--- src/sv/cor_pkg.sv ---
// Shared codes and constants for the circle octant rasterizer.
// No dependencies; imported by cor_front, cor_back, the top level and the testbench.
package cor_pkg;

  // command field codes
  localparam logic CMD_START = 1'b0;
  localparam logic CMD_STEP  = 1'b1;

  // algorithm_mode register codes
  localparam logic MODE_MIDPOINT  = 1'b0;
  localparam logic MODE_BRESENHAM = 1'b1;

  // register word index (byte address / 4)
  localparam logic REG_IDX_MODE = 1'b0;

  // decision constants
  localparam int MID_INIT    = 1;   // 1 - r
  localparam int BRES_INIT   = 3;   // 3 - 2r
  localparam int BRES_DIAG   = 18;  // 10 plus 4*(+1 on x, +1 on -y) folded in
  localparam int BRES_STRAIT = 10;  // 6 plus 4 from x+1
  localparam int MID_STEP    = 1;

  // pixels emitted per command
  localparam int PIX_PER_CMD = 8;

endpackage

--- src/sv/cor_fifo.sv ---
// Small register queue of step words between front and back.
// Depends on nothing but its parameters.
module cor_fifo #(
  parameter int WIDTH = 41,
  parameter int DEPTH = 2
) (
  input  logic             clk,
  input  logic             rst_n,
  input  logic             wr_en,
  input  logic [WIDTH-1:0] wr_data,
  output logic             full,
  input  logic             rd_en,
  output logic             rd_valid,
  output logic [WIDTH-1:0] rd_data
);
  localparam int PW = (DEPTH > 1) ? $clog2(DEPTH) : 1;
  localparam int CW = $clog2(DEPTH + 1);

  logic [WIDTH-1:0] mem_r [DEPTH];
  logic [PW-1:0]    wp_r, wp_nxt, rp_r, rp_nxt;
  logic [CW-1:0]    cnt_r, cnt_nxt;
  logic             do_wr, do_rd;

  assign full     = (cnt_r == CW'(DEPTH));
  assign rd_valid = (cnt_r != '0);
  assign rd_data  = mem_r[rp_r];
  assign do_wr    = wr_en && !full;
  assign do_rd    = rd_en && rd_valid;

  always_comb begin
    wp_nxt = wp_r;
    rp_nxt = rp_r;
    cnt_nxt = cnt_r;
    if (do_wr) begin
      wp_nxt = (wp_r == PW'(DEPTH - 1)) ? '0 : wp_r + 1'b1;
    end
    if (do_rd) begin
      rp_nxt = (rp_r == PW'(DEPTH - 1)) ? '0 : rp_r + 1'b1;
    end
    if (do_wr && !do_rd) begin
      cnt_nxt = cnt_r + 1'b1;
    end else if (do_rd && !do_wr) begin
      cnt_nxt = cnt_r - 1'b1;
    end
  end

  always_ff @(posedge clk) begin
    if (!rst_n) begin
      wp_r  <= '0;
      rp_r  <= '0;
      cnt_r <= '0;
    end else begin
      wp_r  <= wp_nxt;
      rp_r  <= rp_nxt;
      cnt_r <= cnt_nxt;
    end
  end

  always_ff @(posedge clk) begin
    if (do_wr) begin
      mem_r[wp_r] <= wr_data;
    end
  end

endmodule

--- src/sv/cor_front.sv ---
// Front end: takes commands, runs the decision update, queues one step word.
// Uses cor_pkg.
module cor_front #(
  parameter int COORD_BITS = 10
) (
  input  logic                    clk,
  input  logic                    rst_n,
  input  logic                    in_valid,
  output logic                    in_ready,
  input  logic                    command,
  input  logic [COORD_BITS-1:0]   center_x,
  input  logic [COORD_BITS-1:0]   center_y,
  input  logic [COORD_BITS-2:0]   radius,
  input  logic                    mode,
  input  logic                    q_full,
  output logic                    push,
  output logic [4*COORD_BITS:0]   job
);
  import cor_pkg::*;

  localparam int C   = COORD_BITS;
  localparam int DEC = COORD_BITS + 4;

  logic [C-1:0]   x_r, x_nxt, y_r, y_nxt, cx_r, cx_nxt, cy_r, cy_nxt;
  logic [DEC-1:0] p_r, p_nxt;
  logic           active_r, active_nxt;
  logic           accept, fin;
  logic [DEC-1:0] xe, ye, re, step_sum;
  logic           p_neg, p_pos, diag;

  assign in_ready = !q_full;
  assign accept   = in_valid && in_ready;

  assign xe    = {{(DEC-C){1'b0}}, x_r};
  assign ye    = {{(DEC-C){y_r[C-1]}}, y_r};
  assign re    = {{(DEC-C+1){1'b0}}, radius};
  assign p_neg = p_r[DEC-1];
  assign p_pos = !p_neg && (p_r != '0);
  // diagonal move: midpoint on p >= 0, Bresenham on p > 0
  assign diag  = (mode == MODE_BRESENHAM) ? p_pos : !p_neg;

  always_comb begin
    if (mode == MODE_BRESENHAM) begin
      step_sum = p_r + (xe << 2) - (diag ? (ye << 2) : '0)
               + (diag ? DEC'(BRES_DIAG) : DEC'(BRES_STRAIT));
    end else begin
      step_sum = p_r + (xe << 1) - (diag ? (ye << 1) : '0) + DEC'(MID_STEP);
    end
  end

  always_comb begin
    x_nxt      = x_r;
    y_nxt      = y_r;
    p_nxt      = p_r;
    cx_nxt     = cx_r;
    cy_nxt     = cy_r;
    active_nxt = active_r;
    fin        = 1'b0;
    push       = 1'b0;
    if (accept) begin
      if (command == CMD_START) begin
        x_nxt      = '0;
        y_nxt      = {1'b0, radius};
        cx_nxt     = center_x;
        cy_nxt     = center_y;
        p_nxt      = (mode == MODE_BRESENHAM) ? DEC'(BRES_INIT) - (re << 1)
                                              : DEC'(MID_INIT) - re;
        active_nxt = 1'b1;
        push       = 1'b1;
      end else if (active_r) begin
        x_nxt = x_r + 1'b1;
        y_nxt = diag ? y_r - 1'b1 : y_r;
        p_nxt = step_sum;
        fin   = $signed({y_nxt[C-1], y_nxt}) < $signed({1'b0, x_nxt});
        if (fin) begin
          active_nxt = 1'b0;
        end
        push = 1'b1;
      end
    end
  end

  // step word: fin | y | x | cy | cx
  assign job = {fin, y_nxt, x_nxt, cy_nxt, cx_nxt};

  always_ff @(posedge clk) begin
    if (!rst_n) begin
      x_r      <= '0;
      y_r      <= '0;
      p_r      <= '0;
      cx_r     <= '0;
      cy_r     <= '0;
      active_r <= 1'b0;
    end else begin
      x_r      <= x_nxt;
      y_r      <= y_nxt;
      p_r      <= p_nxt;
      cx_r     <= cx_nxt;
      cy_r     <= cy_nxt;
      active_r <= active_nxt;
    end
  end

endmodule

--- src/sv/cor_back.sv ---
// Back end: expands one step word into eight mirrored pixels, one per cycle while the output is not stalled.
// Uses cor_pkg; fed by cor_fifo.
module cor_back #(
  parameter int COORD_BITS = 10
) (
  input  logic                    clk,
  input  logic                    rst_n,
  input  logic                    job_valid,
  input  logic [4*COORD_BITS:0]   job,
  output logic                    pop,
  output logic                    out_valid,
  input  logic                    out_ready,
  output logic [COORD_BITS+1:0]   pixel_x,
  output logic [COORD_BITS+1:0]   pixel_y,
  output logic                    last_of_step,
  output logic                    finished
);
  import cor_pkg::*;

  localparam int C  = COORD_BITS;
  localparam int PX = COORD_BITS + 2;
  localparam int KW = $clog2(PIX_PER_CMD);

  logic [C-1:0]  cx, cy, x, y;
  logic          fin;
  logic [PX-1:0] xe, ye, ce_x, ce_y, a, b, dx, dy;
  logic [KW-1:0] k_r, k_nxt;
  logic          adv, last;
  logic          ov_r, ov_nxt;
  logic [PX-1:0] px_r, py_r;
  logic          last_r, fin_r;

  assign {fin, y, x, cy, cx} = job;

  assign xe   = {2'b00, x};
  assign ye   = {{2{y[C-1]}}, y};
  assign ce_x = {2'b00, cx};
  assign ce_y = {2'b00, cy};

  // order: (x,y) (-x,y) (x,-y) (-x,-y) (y,x) (-y,x) (y,-x) (-y,-x)
  assign a  = k_r[2] ? ye : xe;
  assign b  = k_r[2] ? xe : ye;
  assign dx = k_r[0] ? -a : a;
  assign dy = k_r[1] ? -b : b;

  assign adv  = job_valid && (!ov_r || out_ready);
  assign last = (k_r == KW'(PIX_PER_CMD - 1));
  assign pop  = adv && last;

  always_comb begin
    k_nxt  = adv ? k_r + 1'b1 : k_r;
    ov_nxt = adv ? 1'b1 : (out_ready ? 1'b0 : ov_r);
  end

  always_ff @(posedge clk) begin
    if (!rst_n) begin
      k_r  <= '0;
      ov_r <= 1'b0;
    end else begin
      k_r  <= k_nxt;
      ov_r <= ov_nxt;
    end
  end

  always_ff @(posedge clk) begin
    if (adv) begin
      px_r   <= ce_x + dx;
      py_r   <= ce_y + dy;
      last_r <= last;
      fin_r  <= fin;
    end
  end

  assign out_valid    = ov_r;
  assign pixel_x      = px_r;
  assign pixel_y      = py_r;
  assign last_of_step = last_r;
  assign finished     = fin_r;

endmodule

--- src/sv/circle_octant_rasterizer_unit.sv ---
// Top level of the circle octant rasterizer: stream ports, APB mode register.
// Depends on cor_pkg, cor_front, cor_fifo, cor_back.
//
//  channel | direction | word contents
//  --------+-----------+-------------------------------------------------------
//  in_     | slave     | tuser: command; tdata: center_x, center_y, radius
//  out_    | master    | tdata: pixel_x, pixel_y; tlast: last_of_step;
//          |           | tuser: finished
//  cfg_    | APB       | word 0 (byte 0): algorithm_mode
//
// A start or an active step yields 8 pixel words at one word per cycle while
// the output is not stalled; the back end's single output register sets that
// pace. The front end updates the decision value as it accepts a command and
// takes the next command as long as the step queue has room. Steps while idle
// are taken and yield nothing.
// Reset (rst_n low, synchronous) idles the circle, empties the queue and
// clears algorithm_mode. Either side may stall independently.
module circle_octant_rasterizer_unit #(
  parameter int COORD_BITS  = 10,
  parameter int QUEUE_DEPTH = 2
) (
  input  logic                      clk,
  input  logic                      rst_n,
  input  logic                      in_tvalid,
  output logic                      in_tready,
  // [C-1:0] center_x, [2C-1:C] center_y, [3C-2:2C] radius, zero pad above
  input  logic [((3*COORD_BITS-1+7)/8)*8-1:0] in_tdata,
  // [0] command
  input  logic                      in_tuser,
  output logic                      out_tvalid,
  input  logic                      out_tready,
  // [C+1:0] pixel_x, [2C+3:C+2] pixel_y, zero pad above
  output logic [((2*COORD_BITS+4+7)/8)*8-1:0] out_tdata,
  output logic                      out_tlast,
  // [0] finished
  output logic                      out_tuser,
  input  logic                      cfg_psel,
  input  logic                      cfg_penable,
  input  logic                      cfg_pwrite,
  input  logic [2:0]                cfg_paddr,
  input  logic [31:0]               cfg_pwdata,
  output logic [31:0]               cfg_prdata,
  output logic                      cfg_pready
);
  import cor_pkg::*;

  localparam int C     = COORD_BITS;
  localparam int PX    = COORD_BITS + 2;
  localparam int JW    = 4 * COORD_BITS + 1;
  localparam int OUT_W = ((2*COORD_BITS+4+7)/8)*8;

  logic          mode_r, mode_nxt;
  logic          cfg_wr, cfg_hit;
  logic          push, q_full, q_valid, pop;
  logic [JW-1:0] job_in, job_out;
  logic [PX-1:0] pixel_x, pixel_y;

  // ---- configuration port ----
  assign cfg_pready = 1'b1;
  assign cfg_hit    = (cfg_paddr[2] == REG_IDX_MODE);
  assign cfg_wr     = cfg_psel && cfg_penable && cfg_pwrite && cfg_pready;
  assign cfg_prdata = cfg_hit ? {31'd0, mode_r} : 32'd0;
  assign mode_nxt   = (cfg_wr && cfg_hit) ? cfg_pwdata[0] : mode_r;

  always_ff @(posedge clk) begin
    if (!rst_n) begin
      mode_r <= MODE_MIDPOINT;
    end else begin
      mode_r <= mode_nxt;
    end
  end

  // ---- front: decision update per command ----
  cor_front #(.COORD_BITS(C)) u_front (
    .clk      (clk),
    .rst_n    (rst_n),
    .in_valid (in_tvalid),
    .in_ready (in_tready),
    .command  (in_tuser),
    .center_x (in_tdata[C-1:0]),
    .center_y (in_tdata[2*C-1:C]),
    .radius   (in_tdata[3*C-2:2*C]),
    .mode     (mode_r),
    .q_full   (q_full),
    .push     (push),
    .job      (job_in)
  );

  // ---- step queue ----
  cor_fifo #(.WIDTH(JW), .DEPTH(QUEUE_DEPTH)) u_queue (
    .clk      (clk),
    .rst_n    (rst_n),
    .wr_en    (push),
    .wr_data  (job_in),
    .full     (q_full),
    .rd_en    (pop),
    .rd_valid (q_valid),
    .rd_data  (job_out)
  );

  // ---- back: eight mirrored pixels per step word ----
  cor_back #(.COORD_BITS(C)) u_back (
    .clk          (clk),
    .rst_n        (rst_n),
    .job_valid    (q_valid),
    .job          (job_out),
    .pop          (pop),
    .out_valid    (out_tvalid),
    .out_ready    (out_tready),
    .pixel_x      (pixel_x),
    .pixel_y      (pixel_y),
    .last_of_step (out_tlast),
    .finished     (out_tuser)
  );

  // zero pad up to whole bytes
  assign out_tdata = OUT_W'({pixel_y, pixel_x});

endmodule

--- config.mk ---
export PLATFORM = sky130hd
export DESIGN_NAME = circle_octant_rasterizer_unit
export DESIGN_NICKNAME = d
export VERILOG_FILES = /design/src/sv/cor_pkg.sv /design/src/sv/cor_fifo.sv /design/src/sv/cor_front.sv /design/src/sv/cor_back.sv /design/src/sv/circle_octant_rasterizer_unit.sv
export SDC_FILE = /design/constraint.sdc
export NUM_CORES = 1
export LEC_CHECK = 0
export ABC_CLOCK_PERIOD_IN_PS = 9300
export BUFFER_PORTS_ARGS = -buffer_cell sky130_fd_sc_hd__buf_2
export CAP_MARGIN = 20
export CORE_MARGIN = 1.5
export CORE_UTILIZATION = 59
export CTS_BUF_LIST = sky130_fd_sc_hd__clkbuf_16
export CTS_CLUSTER_DIAMETER = 200
export DETAILED_ROUTE_END_ITERATION = 16
export HOLD_SLACK_MARGIN = 0.08
export PLACE_DENSITY = 0.93
export SKIP_LAST_GASP = 1
export SYNTH_ARGS = -nofsm -noshare
export SYNTH_HDL_FRONTEND = slang
export SYNTH_SLANG_ARGS = --single-unit
--- constraint.sdc ---
create_clock -name clk -period 9.3 [get_ports clk]
set_input_delay 0 -clock clk [delete_from_list [all_inputs] [get_ports clk]]
set_output_delay 0 -clock clk [all_outputs]
set_load 0.03 [all_outputs]
==> results_dict.tcl <==
set metrics [dict create \
    run_status "finished clean" \
    synthFlopType "edfxtp_1" \
    cts_setup_buffers 0 \
    synth_top_cells_by_area "edfxtp_1 (29%), dfxtp_1 (12%), ha_1 (8.4%)" \
    synth_edf_count 108 \
    power.static_leakage_nw 5.04 \
    cts-root-buf "clkbuf_16" \
    worst_slew_pin_slew_ps 1030 \
    drive_gt1_frac 0.144 \
    path_clk_slew_ps 70 \
    fin_crit_ps 5230 \
    synth_top_area_share 0.291 \
    rsz0062_at_grt "false" \
    std_cell_rows 50 \
    port_buffers 67 \
    clock_skew_ps 11.7 \
    ir_worst_vdd_uv 139 \
    crit_path_max_fanout 22 \
    dp_slack_ps 4230 \
    numCtsBuffers 17 \
    ant_nets 0 \
    gp_congestion 0.964 \
    cp_data_required_time_ps 9680 \
    syn_to_final_growth_pct 12.0 \
    synth_top_family_by_area "simple AND/OR/NAND/NOR gates" \
    r2r-end "u_front.p_r[13]" \
    grt_overflow_total 0 \
    period_share 0.562 \
    die_width_um 140 \
    synthAdderAreaFrac 0.126 \
    antenna_found_initial 0 \
    core_area_sq_mm 0.0186 \
    h-tree-depth 4 \
    via_count 8794 \
    synth_xor_area_frac 0.0614 \
    maxCapViolations 0 \
    boundaryPins 136 \
    syn-cell-area_sq_mm 0.0111 \
    crit_start "mode_r" \
    final_cell_mix "nand2_1 (126), edfxtp_1 (108), inv_1 (78)" \
    hpwlAfterDp_mm 18.6 \
    async_reset_ff_frac 0 \
    grt_pass1_vias 8925 \
    synth.distinct_cells 76 \
    die_area_sq_mm 0.0197 \
    critPathCapture "u_front.p_r[13]" \
    clock_latency_ps 430 \
    r2r_cells 16 \
    layout.nets 1358 \
    start_kind "flip-flop" \
    drtPass1Iterations 5 \
    drt_iter0_markers 866 \
    clock.fmax_mhz 191 \
    r2r_start "mode_r" \
    arrival_ps 5610 \
    final_common_cell "nand2_1" \
    drc 0 \
    reg2reg_slack_ps 4070 \
    vias_per_cell 6.14 \
    grt_pass1_wl_mm 44.1 \
    wl_per_cell_um 19.0 \
    hold_class "in2reg" \
    p_per_area_mw_per_mm2 223 \
    setup_viol 0 \
    yosysWarnings 0 \
    grt.total_usage 0.285 \
    cts_tree "yes" \
    synth_seq_cells 173 \
    worstSetupPathType "reg2reg" \
    die_y_um 140 \
    final_util 0.671 \
    maxSlewHeadroom 0.308 \
    critPathCaptureType "flip-flop" \
    drt_wl_total_mm 27.2 \
    ys_seq_area_frac 0.408 \
    slew_viol_final 0 \
    start_util 0.599 \
    fin_tns_setup_ps 0 \
    diodes 0 \
    synth.avg_cell_area_sq_um 10.1 \
    synthCells 1103 \
    hold_viol 0 \
    synth-compound-area-share 0.125 \
    clock_sinks 173 \
    synth_top_cell_by_area "edfxtp_1" \
    grt_max_degree 42 \
    cts_buffer_depth 2 \
    fin_ws_ps 4070 \
    synthSimpleGateAreaFrac 0.138 \
    synth_mux_area_frac 0.0752 \
]
-- state kept, by name, indices dropped and copies added (netlist names), named ones only --
| signal | cells |
|---|---|
| mode_r | 1 |
| u_back.finished | 1 |
| u_back.k_r | 3 |
| u_back.last_of_step | 1 |
| u_back.out_valid | 1 |
| u_back.pixel_x | 12 |
| u_back.pixel_y | 12 |
| u_front.active_r | 1 |
| u_front.cx_r | 10 |
| u_front.cy_r | 10 |
| u_front.p_r | 14 |
| u_front.x_r | 10 |
| u_front.y_r | 10 |
| u_queue.cnt_r | 2 |
| u_queue.mem_r | 82 |
| u_queue.rp_r | 1 |
| u_queue.wp_r | 1 |
-- critical path, cell delays in order, from the launching register on --
cell	delay (ps)
dfxtp_1	310
buf_4	260
nor4b_1	360
a41o_1	530
inv_2	200
ha_1	280
fa_1	390
fa_1	550
inv_1	70
ha_1	330
a211oi_1	500
o21ai_1	140
and3_1	200
or4_1	480
and4_1	210
nor3_1	150
o221a_2	210
-- through the flow --
step	std cells	hold WS [ps]	total power [mW]	instance area, sq um
5_1_grt	1432	122	2.94	12500
6_report	1432	123	2.79	12500
3_5_place_dp	1370	237	2.01	11600
3_3_place_gp	1368	231	1.96	11500
4_1_cts	1432	90.4	2.77	12500
2_1_floorplan	1133	107	1.79	11200
-- repair_timing --
item / 4_1_cts / 5_1_grt
hold buffers: 30 / 0
endpoints found under the hold margin: 75 / 0
endpoints found under the setup margin: 0 / 0
resized for setup: 0 / 0
-- routing by layer --
metal	wire, um	global-route usage
met5	0	0
met4	1150	0.135
met3	2140	0.0561
met2	13600	0.495
met1	10300	0.342
-- worst min path at each step --
stage / cells past startpoint / slack (ps) / startpoint / endpoint
2_1_floorplan: 1 / 110 / cfg_paddr[2] / cfg_prdata[0]
3_3_place_gp: 3 / 230 / cfg_pwdata[0] / mode_r
3_5_place_dp: 3 / 240 / cfg_pwdata[0] / mode_r
4_1_cts: 3 / 90 / in_tdata[23] / u_queue.mem_r[1][33]
5_1_grt: 3 / 120 / in_tdata[23] / u_queue.mem_r[1][33]
6_report: 3 / 120 / in_tdata[23] / u_queue.mem_r[1][33]
-- logic make-up after synthesis --
kind of cell | Yosys count
other cells | 2
compound gates | 220
fa+ha+maj | 98
flops | 173
mux | 58
xor+xnor | 78
simple gates | 320
buf+inv | 154
-- final cells by class --
type	instances	area, sq um
Clock inverter	15	183
Clock buffer	17	425
Sequential cell	173	4550
Timing Repair Buffer	106	736
Multi-Input combinational cell	806	5980
Inverter	81	304
Tap cell	234	293
Fill cell	1301	6110
-- cells in the mapped netlist (all sizes together), types with 3 or more instances --
master  count
a211o       6
mux4       15
nand4       4
edfxtp    108
ha         75
nand3      15
fa         23
a211oi      9
o31ai      11
buf        47
xnor2      48
and3        3
o311a       3
nor3       30
o21a       14
mux2       30
nand2b     13
clkbuf     26
a21o        8
nor2b       6
a22o        3
xor2       30
o21ai      56
o41ai       5
nor2       66
a31oi       3
inv        81
or2         5
a221o       3
dfxtp      65
nor4b       4
a21oi      61
and4        3
or3         7
o21bai      6
nand2     126
o211ai     10
mux2i      13
o22ai      10
nor4       10
and2       22
-- where the power goes --
| group | switching (mW) | internal, mW |
|---|---|---|
| logic | 0.634 | 0.434 |
| clock network | 0.316 | 0.428 |
| registers | 0.0503 | 0.923 |
(Power assumes the default switching activity.)
